[src/hw/rtl/bc1_pkg.sv]
// ----------------------------------------------------------------------------
// bc1_pkg
// shared types, constants and helper functions for the bc1 block decoder
// ----------------------------------------------------------------------------
package bc1_pkg;

    localparam int unsigned BLOCK_W     = 64;
    localparam int unsigned PIXEL_W     = 32;
    localparam int unsigned COLS        = 4;
    localparam int unsigned ROW_W       = 2;
    localparam int unsigned OUT_DATA_W  = 136;   // 4 pixels + row, padded to bytes
    localparam int unsigned QUEUE_DEPTH = 2;

    localparam int unsigned APB_ADDR_W  = 3;
    localparam int unsigned APB_DATA_W  = 32;

    // register index, taken from paddr[2]
    localparam logic REG_PUNCH_THROUGH = 1'b0;

    localparam logic [PIXEL_W-1:0] OPAQUE      = 32'hFF00_0000;
    localparam logic [PIXEL_W-1:0] TRANSPARENT = 32'h0000_0000;

    localparam logic [9:0]  RECIP3      = 10'd683;   // 2^11 / 3, rounded up
    localparam logic [2:0]  LAST_ROW    = 3'd3;

    typedef logic [PIXEL_W-1:0] t_pixel;

    // one decoded block: four palette entries and the 32 index bits
    typedef struct packed {
        t_pixel [3:0] pal;
        logic [31:0]  idx;
    } t_blk_entry;

    // queue head as seen by the back end
    typedef struct packed {
        logic       valid;
        t_blk_entry entry;
    } t_q_rd;

    // x / 3 for x < 768, via reciprocal multiply
    function automatic logic [7:0] div3(input logic [9:0] x);
        logic [19:0] p;
        p = 20'(x) * 20'(RECIP3);
        return p[18:11];
    endfunction

    function automatic t_pixel pack_rgb(input logic [7:0] r, input logic [7:0] g,
                                        input logic [7:0] b);
        return OPAQUE | {8'h00, r, g, b};
    endfunction

endpackage

[src/hw/rtl/bc1_front.sv]
// ----------------------------------------------------------------------------
// bc1_front
// accepts a compressed block, picks the palette mode and builds the palette
// ----------------------------------------------------------------------------
module bc1_front (
    input  logic                        i_valid,
    input  logic [bc1_pkg::BLOCK_W-1:0] i_block_bits,
    input  logic                        i_punch_through,
    input  logic                        i_q_full,
    output logic                        o_ready,
    output logic                        o_push,
    output bc1_pkg::t_blk_entry         o_entry
);

    logic [15:0] e0, e1;
    logic [7:0]  r0, g0, b0, r1, g1, b1;
    logic        four_color;

    assign e0 = i_block_bits[15:0];
    assign e1 = i_block_bits[31:16];

    // plain left shift, no bit replication
    assign r0 = {e0[15:11], 3'b000};
    assign g0 = {e0[10:5],  2'b00};
    assign b0 = {e0[4:0],   3'b000};
    assign r1 = {e1[15:11], 3'b000};
    assign g1 = {e1[10:5],  2'b00};
    assign b1 = {e1[4:0],   3'b000};

    assign four_color = (e0 > e1) || !i_punch_through;

    assign o_ready = !i_q_full;
    assign o_push  = i_valid && !i_q_full;

    always_comb begin
        logic [8:0] sr, sg, sb;
        sr = 9'(r0) + 9'(r1);
        sg = 9'(g0) + 9'(g1);
        sb = 9'(b0) + 9'(b1);
        o_entry.idx    = i_block_bits[63:32];
        o_entry.pal[0] = bc1_pkg::pack_rgb(r0, g0, b0);
        o_entry.pal[1] = bc1_pkg::pack_rgb(r1, g1, b1);
        if (four_color) begin
            o_entry.pal[2] = bc1_pkg::pack_rgb(bc1_pkg::div3(10'(sr) + 10'(r0)),
                                               bc1_pkg::div3(10'(sg) + 10'(g0)),
                                               bc1_pkg::div3(10'(sb) + 10'(b0)));
            o_entry.pal[3] = bc1_pkg::pack_rgb(bc1_pkg::div3(10'(sr) + 10'(r1)),
                                               bc1_pkg::div3(10'(sg) + 10'(g1)),
                                               bc1_pkg::div3(10'(sb) + 10'(b1)));
        end else begin
            // truncated midpoint, then transparent black
            o_entry.pal[2] = bc1_pkg::pack_rgb(sr[8:1], sg[8:1], sb[8:1]);
            o_entry.pal[3] = bc1_pkg::TRANSPARENT;
        end
    end

endmodule

[src/hw/rtl/bc1_queue.sv]
// ----------------------------------------------------------------------------
// bc1_queue
// small fifo of decoded palettes between the front and back ends
// ----------------------------------------------------------------------------
module bc1_queue #(
    parameter int unsigned DEPTH = bc1_pkg::QUEUE_DEPTH
) (
    input  logic                i_clk,
    input  logic                i_rst_n,
    input  logic                i_push,
    input  bc1_pkg::t_blk_entry i_entry,
    input  logic                i_pop,
    output bc1_pkg::t_q_rd      o_rd,
    output logic                o_full
);

    localparam int unsigned AW = (DEPTH > 1) ? $clog2(DEPTH) : 1;
    localparam int unsigned CW = $clog2(DEPTH + 1);

    bc1_pkg::t_blk_entry r_mem [DEPTH];
    logic [AW-1:0] r_wr_ptr, r_rd_ptr;
    logic [CW-1:0] r_count;
    logic [AW-1:0] n_wr_ptr, n_rd_ptr;
    logic [CW-1:0] n_count;

    assign o_full       = (r_count == CW'(DEPTH));
    assign o_rd.valid   = (r_count != '0);
    assign o_rd.entry   = r_mem[r_rd_ptr];

    always_comb begin
        n_wr_ptr = r_wr_ptr;
        n_rd_ptr = r_rd_ptr;
        n_count  = r_count;
        if (i_push) begin
            n_wr_ptr = (r_wr_ptr == AW'(DEPTH - 1)) ? '0 : r_wr_ptr + 1'b1;
        end
        if (i_pop) begin
            n_rd_ptr = (r_rd_ptr == AW'(DEPTH - 1)) ? '0 : r_rd_ptr + 1'b1;
        end
        if (i_push && !i_pop) begin
            n_count = r_count + 1'b1;
        end else if (!i_push && i_pop) begin
            n_count = r_count - 1'b1;
        end
    end

    always_ff @(posedge i_clk) begin
        if (i_push) begin
            r_mem[r_wr_ptr] <= i_entry;
        end
    end

    always_ff @(posedge i_clk) begin
        if (!i_rst_n) begin
            r_wr_ptr <= '0;
            r_rd_ptr <= '0;
            r_count  <= '0;
        end else begin
            r_wr_ptr <= n_wr_ptr;
            r_rd_ptr <= n_rd_ptr;
            r_count  <= n_count;
        end
    end

endmodule

[src/hw/rtl/bc1_back.sv]
// ----------------------------------------------------------------------------
// bc1_back
// walks the four rows of the head block and drives the output register
// ----------------------------------------------------------------------------
module bc1_back (
    input  logic                           i_clk,
    input  logic                           i_rst_n,
    input  bc1_pkg::t_q_rd                 i_rd,
    output logic                           o_pop,
    output logic                           o_tvalid,
    input  logic                           i_tready,
    output logic [bc1_pkg::OUT_DATA_W-1:0] o_tdata,
    output logic                           o_tlast
);

    logic [bc1_pkg::ROW_W-1:0]  r_row, n_row;
    logic                       r_valid, n_valid;
    logic [bc1_pkg::OUT_DATA_W-1:0] r_data;
    logic                       r_last;
    logic                       adv;
    logic [7:0]                 row_idx;
    bc1_pkg::t_pixel [bc1_pkg::COLS-1:0] pix;

    assign adv     = i_rd.valid && (!r_valid || i_tready);
    assign o_pop   = adv && (r_row == bc1_pkg::LAST_ROW[bc1_pkg::ROW_W-1:0]);
    assign row_idx = i_rd.entry.idx[{r_row, 3'b000} +: 8];

    always_comb begin
        for (int c = 0; c < bc1_pkg::COLS; c++) begin
            pix[c] = i_rd.entry.pal[row_idx[2*c +: 2]];
        end
    end

    always_comb begin
        n_row   = adv ? r_row + 1'b1 : r_row;
        n_valid = adv ? 1'b1 : (i_tready ? 1'b0 : r_valid);
    end

    always_ff @(posedge i_clk) begin
        if (adv) begin
            r_data <= {6'b0, r_row, pix};
            r_last <= (r_row == bc1_pkg::LAST_ROW[bc1_pkg::ROW_W-1:0]);
        end
    end

    always_ff @(posedge i_clk) begin
        if (!i_rst_n) begin
            r_row   <= '0;
            r_valid <= 1'b0;
        end else begin
            r_row   <= n_row;
            r_valid <= n_valid;
        end
    end

    assign o_tvalid = r_valid;
    assign o_tdata  = r_data;
    assign o_tlast  = r_last;

endmodule

[src/hw/rtl/bc1_block_decoder_core.sv]
// ----------------------------------------------------------------------------
// bc1_block_decoder_core
// bc1 (dxt1) block decoder: one 8-byte block in, four pixel rows out
// ----------------------------------------------------------------------------
// an accepted block is written into the palette queue, and its rows are then
//   registered into the output register from the queue head, one row per cycle
//   while m_tready allows; the front takes a block per cycle while the
//   palette queue has room
// reset: i_rst_n synchronous active low; queue and output emptied, row counter
//   cleared, punch-through register set to 1
// ----------------------------------------------------------------------------
module bc1_block_decoder_core #(
    parameter int unsigned QUEUE_DEPTH = bc1_pkg::QUEUE_DEPTH
) (
    input  logic                              i_clk,
    input  logic                              i_rst_n,

    // input stream
    input  logic                              s_tvalid,
    output logic                              s_tready,
    input  logic [bc1_pkg::BLOCK_W-1:0]       s_tdata,   // [63:0] block_bits

    // output stream
    output logic                              m_tvalid,
    input  logic                              m_tready,
    // [31:0] pixel_col0, [63:32] pixel_col1, [95:64] pixel_col2,
    // [127:96] pixel_col3, [129:128] row_number, [135:130] zero
    output logic [bc1_pkg::OUT_DATA_W-1:0]    m_tdata,
    output logic                              m_tlast,   // last_row

    // configuration port
    input  logic                              psel,
    input  logic                              penable,
    input  logic                              pwrite,
    input  logic [bc1_pkg::APB_ADDR_W-1:0]    paddr,
    input  logic [bc1_pkg::APB_DATA_W-1:0]    pwdata,
    output logic [bc1_pkg::APB_DATA_W-1:0]    prdata,
    output logic                              pready
);

    // punch-through enable, reset to 1
    logic r_punch_through;
    logic cfg_wr;

    // front to queue
    logic                q_push;
    logic                q_full;
    bc1_pkg::t_blk_entry q_wr_entry;

    // queue to back
    bc1_pkg::t_q_rd      q_rd;
    logic                q_pop;

    // ------------------------------------------------------------------------
    // configuration: one register, word index in paddr[2]
    // ------------------------------------------------------------------------
    assign pready = 1'b1;
    assign cfg_wr = psel && penable && pwrite && pready &&
                    (paddr[2] == bc1_pkg::REG_PUNCH_THROUGH);

    always_ff @(posedge i_clk) begin
        if (!i_rst_n) begin
            r_punch_through <= 1'b1;
        end else if (cfg_wr) begin
            r_punch_through <= pwdata[0];
        end
    end

    // reads return the register at its address, zero elsewhere
    assign prdata = (paddr[2] == bc1_pkg::REG_PUNCH_THROUGH) ?
                    {{(bc1_pkg::APB_DATA_W-1){1'b0}}, r_punch_through} : '0;

    // ------------------------------------------------------------------------
    // front end: take a block, classify the mode, build the palette
    // ------------------------------------------------------------------------
    bc1_front u_front (
        .i_valid         (s_tvalid),
        .i_block_bits    (s_tdata),
        .i_punch_through (r_punch_through),
        .i_q_full        (q_full),
        .o_ready         (s_tready),
        .o_push          (q_push),
        .o_entry         (q_wr_entry)
    );

    // ------------------------------------------------------------------------
    // palette queue decouples accept from row emission
    // ------------------------------------------------------------------------
    bc1_queue #(
        .DEPTH (QUEUE_DEPTH)
    ) u_queue (
        .i_clk   (i_clk),
        .i_rst_n (i_rst_n),
        .i_push  (q_push),
        .i_entry (q_wr_entry),
        .i_pop   (q_pop),
        .o_rd    (q_rd),
        .o_full  (q_full)
    );

    // ------------------------------------------------------------------------
    // back end: while m_tready allows, one row per cycle into the output register
    // ------------------------------------------------------------------------
    bc1_back u_back (
        .i_clk    (i_clk),
        .i_rst_n  (i_rst_n),
        .i_rd     (q_rd),
        .o_pop    (q_pop),
        .o_tvalid (m_tvalid),
        .i_tready (m_tready),
        .o_tdata  (m_tdata),
        .o_tlast  (m_tlast)
    );

    // ------------------------------------------------------------------------
    // assertions
    // ------------------------------------------------------------------------

    // tlast marks row 3 and nothing else
    a_last_is_row3: assert property (@(posedge i_clk) disable iff (!i_rst_n)
        m_tvalid |-> (m_tlast == (m_tdata[129:128] == 2'd3)))
        else $error("tlast does not match row 3");

    // rows leave in order 0,1,2,3,0,...
    a_row_order: assert property (@(posedge i_clk) disable iff (!i_rst_n)
        (m_tvalid && m_tready) ##1 m_tvalid |->
            (m_tdata[129:128] == $past(m_tdata[129:128]) + 2'd1))
        else $error("row sequence broken");

    // no result straight out of reset
    a_reset_empty: assert property (@(posedge i_clk)
        !i_rst_n |=> !m_tvalid)
        else $error("output valid after reset");

endmodule
[config.mk]
export PLATFORM = sky130hd
export DESIGN_NAME = bc1_block_decoder_core
export DESIGN_NICKNAME = d
export VERILOG_FILES = /design/src/hw/rtl/bc1_pkg.sv /design/src/hw/rtl/bc1_front.sv /design/src/hw/rtl/bc1_queue.sv /design/src/hw/rtl/bc1_back.sv /design/src/hw/rtl/bc1_block_decoder_core.sv
export SDC_FILE = /design/constraint.sdc
export NUM_CORES = 1
export LEC_CHECK = 0
export ABC_AREA = 1
export BUFFER_PORTS_ARGS = -buffer_cell sky130_fd_sc_hd__buf_2
export CORE_MARGIN = 4
export CORE_UTILIZATION = 55
export CTS_CLUSTER_SIZE = 14
export DETAILED_ROUTE_END_ITERATION = 8
export GPL_TIMING_DRIVEN = 0
export MAX_ROUTING_LAYER = met4
export PLACE_DENSITY = 0.77
export SETUP_SLACK_MARGIN = 0.2
export SLEW_MARGIN = 20
export SYNTH_ARGS = -nofsm -noshare
export SYNTH_HDL_FRONTEND = slang
export SYNTH_HIERARCHICAL = 1
export SYNTH_SLANG_ARGS = --single-unit
export TNS_END_PERCENT = 30
[constraint.sdc]
create_clock -name i_clk -period 7.3 [get_ports i_clk]
set_input_delay 0.365 -clock i_clk [delete_from_list [all_inputs] [get_ports i_clk]]
set_output_delay 0.365 -clock i_clk [all_outputs]
set_load 0.03 [all_outputs]
==> results.yml <==
outcome:
  status: "complete, no violations"
floorplan:
  start_util_pct: 55.65
  die_area_sq_mm: 0.06650
  rows: 91
  ios: 278
  die_w_um: 257.9
  die_h_um: 257.9
  core_area_sq_mm: 0.06171
route:
  first_pass_iters: 8
  vias: 26570
  postRouteAntennaNets: 0
  drc: 0
  vias_per_cell: 5.522
  initialDrtViolationCount: 2592
  routed_wl_um: 90620
  wire_per_inst_um: 18.83
cts:
  worstSkewPairLatency_ns: 0.56
  clk_pin_slew_ns: 0.06
  clkSinkCount: 460
  post_cts_buffers: 0
  cts.htree.levels: 2
  cts_buffer_depth: 3
  cts_buffers: 42
  clockRootBuffer: "clkbuf_16"
  cts_tree: "built"
worst_hold_path:
  hold_path_class: "in2reg"
  min_path_cells: 1
setup_path:
  critical_path_class: "in2reg"
  crit_top_cell: "ha_1"
  required_ns: 7.60
  crit_arrival_ns: 6.72
  reg2reg_depth: 10
  startpoint_type: "primary input"
  critical_path.endpoint_type: "register"
  cp_max_fo: 5
  cp_slowest_cell: "fa_1"
  crit_path_max_incr_delay_ns: 0.52
yosys:
  synth_ff_type: "edfxtp_1"
  syn_area_per_cell_sq_um: 9.503
  async_flop_share_pct: 0
  synth_cell_types: 48
  netlist_instances: 3614
  yosys_warnings: 6
  synth_edf_count: 451
  yosysSeqAreaShare_pct: 39.96
  ys_seq_elements: 460
  synth_area_sq_mm: 0.03434
timing:
  hold_slack_ns: 0.01413
  fin_crit_ns: 6.426
  finalHoldViolCount: 0
  fin_crit_sh_pct: 88.02
  max_freq_ghz: 0.1556
  maxSlewHeadroom_pct: 60.94
  tightest_slew_ns: 0.5845
  drv_slew: 0
  rsz0062_at_grt: "false"
  finalSetupViolCount: 0
  finClkSkew_ns: 0.01886
placed_design:
  place_congestion: 0.9813
  numPortBuffers: 174
  dp_hpwl_um: 68730
finish:
  final_util_pct: 62.07
  area_growth_pct: 11.54
  layout.nets: 4480
  drive_gt1_share_pct: 18.38
run:
  drv_cap: 0
grt:
  grt_pass1_vias: 25600
  grt_max_degree: 95
  grt_pass1_wl_um: 140100
  grtUsageTotal_pct: 27.33
  grt_antenna_before_repair: 9
  gr-total-overflow: 0
worst max-delay path, delay by kind of cell:
| kind | cells | cell delay (ns) |
|---|---|---|
| adder cells (fa/ha/maj) | 8 | 3.01 |
| AO/OA/AOI/OAI | 8 | 1.64 |
| buffers and inverters | 6 | 0.52 |
| XOR/XNOR | 2 | 0.65 |
| AND/OR/NAND/NOR | 5 | 0.51 |
state kept, by name, summed over array words and instances (netlist names), named ones only:
register	cells
u_queue/r_rd_ptr	1
u_back/r_row	2
u_back/o_tvalid	1
u_back/o_tdata	130
u_queue/r_mem	320
u_back/o_tlast	1
u_queue/r_count	2
r_punch_through	1
u_queue/r_wr_ptr	1
cells in the mapped netlist, types with 4 or more instances:
cell type  number  area [sq um]
inv_1         417          1565
buf_6          49         551.8
mux2_4        100          1501
xor2_1         35         306.5
nor3_1          6         30.03
nor4_1          8         50.05
fa_1           68          1361
buf_4         157          1179
o21ai_0        72         360.4
a21oi_2         7         61.31
nand2_2         6         37.54
nand4_1        21         131.4
mux2_2         60         675.7
o21bai_1        5         37.54
a31oi_1         6         37.54
nand3b_1       16         120.1
nand3_1       584          2923
ha_1          367          4592
nand3_4         4         70.07
nand2_4         9         101.4
xnor2_1        34         297.8
inv_2           4         15.01
dfxtp_1         9         180.2
nor2_1        113         424.2
conb_1          5         18.77
edfxtp_1      451         13540
a21o_1          4         30.03
o21a_1          6         45.04
nand2_1       765          2872
a21oi_1       123         615.6
buf_2          73         365.4
nand3_2         4         40.04
timing repair:
action / CTS / global route
hold buffers: 25 / 0
resized for setup: 0 / 0
endpoints found under the hold margin: 49 / 0
per-stage QoR:
step / instance area (sq um) / cells / setup TNS [ns] / worst slack (ns)
6_report: 38310 / 4812 / 0 / 0.8744
5_1_grt: 38310 / 4812 / 0 / 0.4594
4_1_cts: 38280 / 4803 / 0 / 0.8866
3_5_place_dp: 36770 / 4707 / 0 / 0.3092
3_3_place_gp: 36540 / 4698 / -55.24 / -0.3759
2_1_floorplan: 34620 / 3687 / 0 / 1.330
cell usage in the layout, fill, tap and decap left out, types with 4 or more instances in the layout:
cell type      Yosys  final
buf_16             0      4
nor3_1             6      6
nand2_4            9      9
diode_2            0      9
a21o_1             4      4
buf_12             1      6
nand3_2            4      4
edfxtp_1         451    451
xor2_1            35     35
nand2_1          765    765
a31oi_1            6      6
o21a_1             6      6
dlygate4sd3_1      0     25
mux2_2            60     60
nand3_4            4      4
inv_1            417    415
buf_2             73    247
fa_1              68     68
inv_2              4      4
nand3b_1          16     16
buf_6             49     49
nor4_1             8      8
clkinv_1           0      4
buf_4            157    157
ha_1             367    367
nand4_1           21     21
dfxtp_1            9      9
clkbuf_16          0     43
nand3_1          584    584
conb_1             5     78
a21oi_1          123    123
clkbuf_1           0     13
mux2_4           100    100
inv_6              1      4
o21ai_0           72     72
xnor2_1           34     34
a21oi_2            7      7
nor2_1           113    112
nand2_2            6      6
o21bai_1           5      5
cell type report:
cell class / instances / area [sq um]
fill: 5158 / 23400
multi-input combinational: 2521 / 17170
sequential: 460 / 13720
buffer: 282 / 2131
inverter: 424 / 1614
timing repair buffer: 208 / 1331
clock buffer: 57 / 1139
tap: 837 / 1047
clock inverter: 14 / 130.1
antenna: 9 / 22.52
metal layers:
metal,share of wire (%),vias up,GRT usage (%)
li1,-,12720,-
met1,41,12360,35.48
met2,47,1246,44.08
met3,8.2,243,3.982
met4,3.8,0,9.977
met5,0,-,-
kinds of logic after synthesis:
family,count (synthesis),share of synthesized area [%]
other cells,5,0.05465
flops,460,39.96
compound gates,232,3.658
buf+inv,706,10.87
mux,160,6.339
simple gates,1547,20.03
xor+xnor,69,1.760
fa+ha+maj,435,17.33
final timing paths:
check	slack, ns	endpoint	start
setup / recovery	0.87	u_queue/r_mem[1][111]	s_tdata[23]
hold / removal	0.01	u_queue/r_mem[0][2]	s_tdata[34]
setup reg to reg	4.77	u_back/o_tdata[107]	register
hold reg to reg	0.51	u_back/o_tdata[129]	u_back/r_row[1]
Power is left out: the tool's default activity adds up to more than one toggle a clock period on the data nets, which glitch-free logic cannot reach.
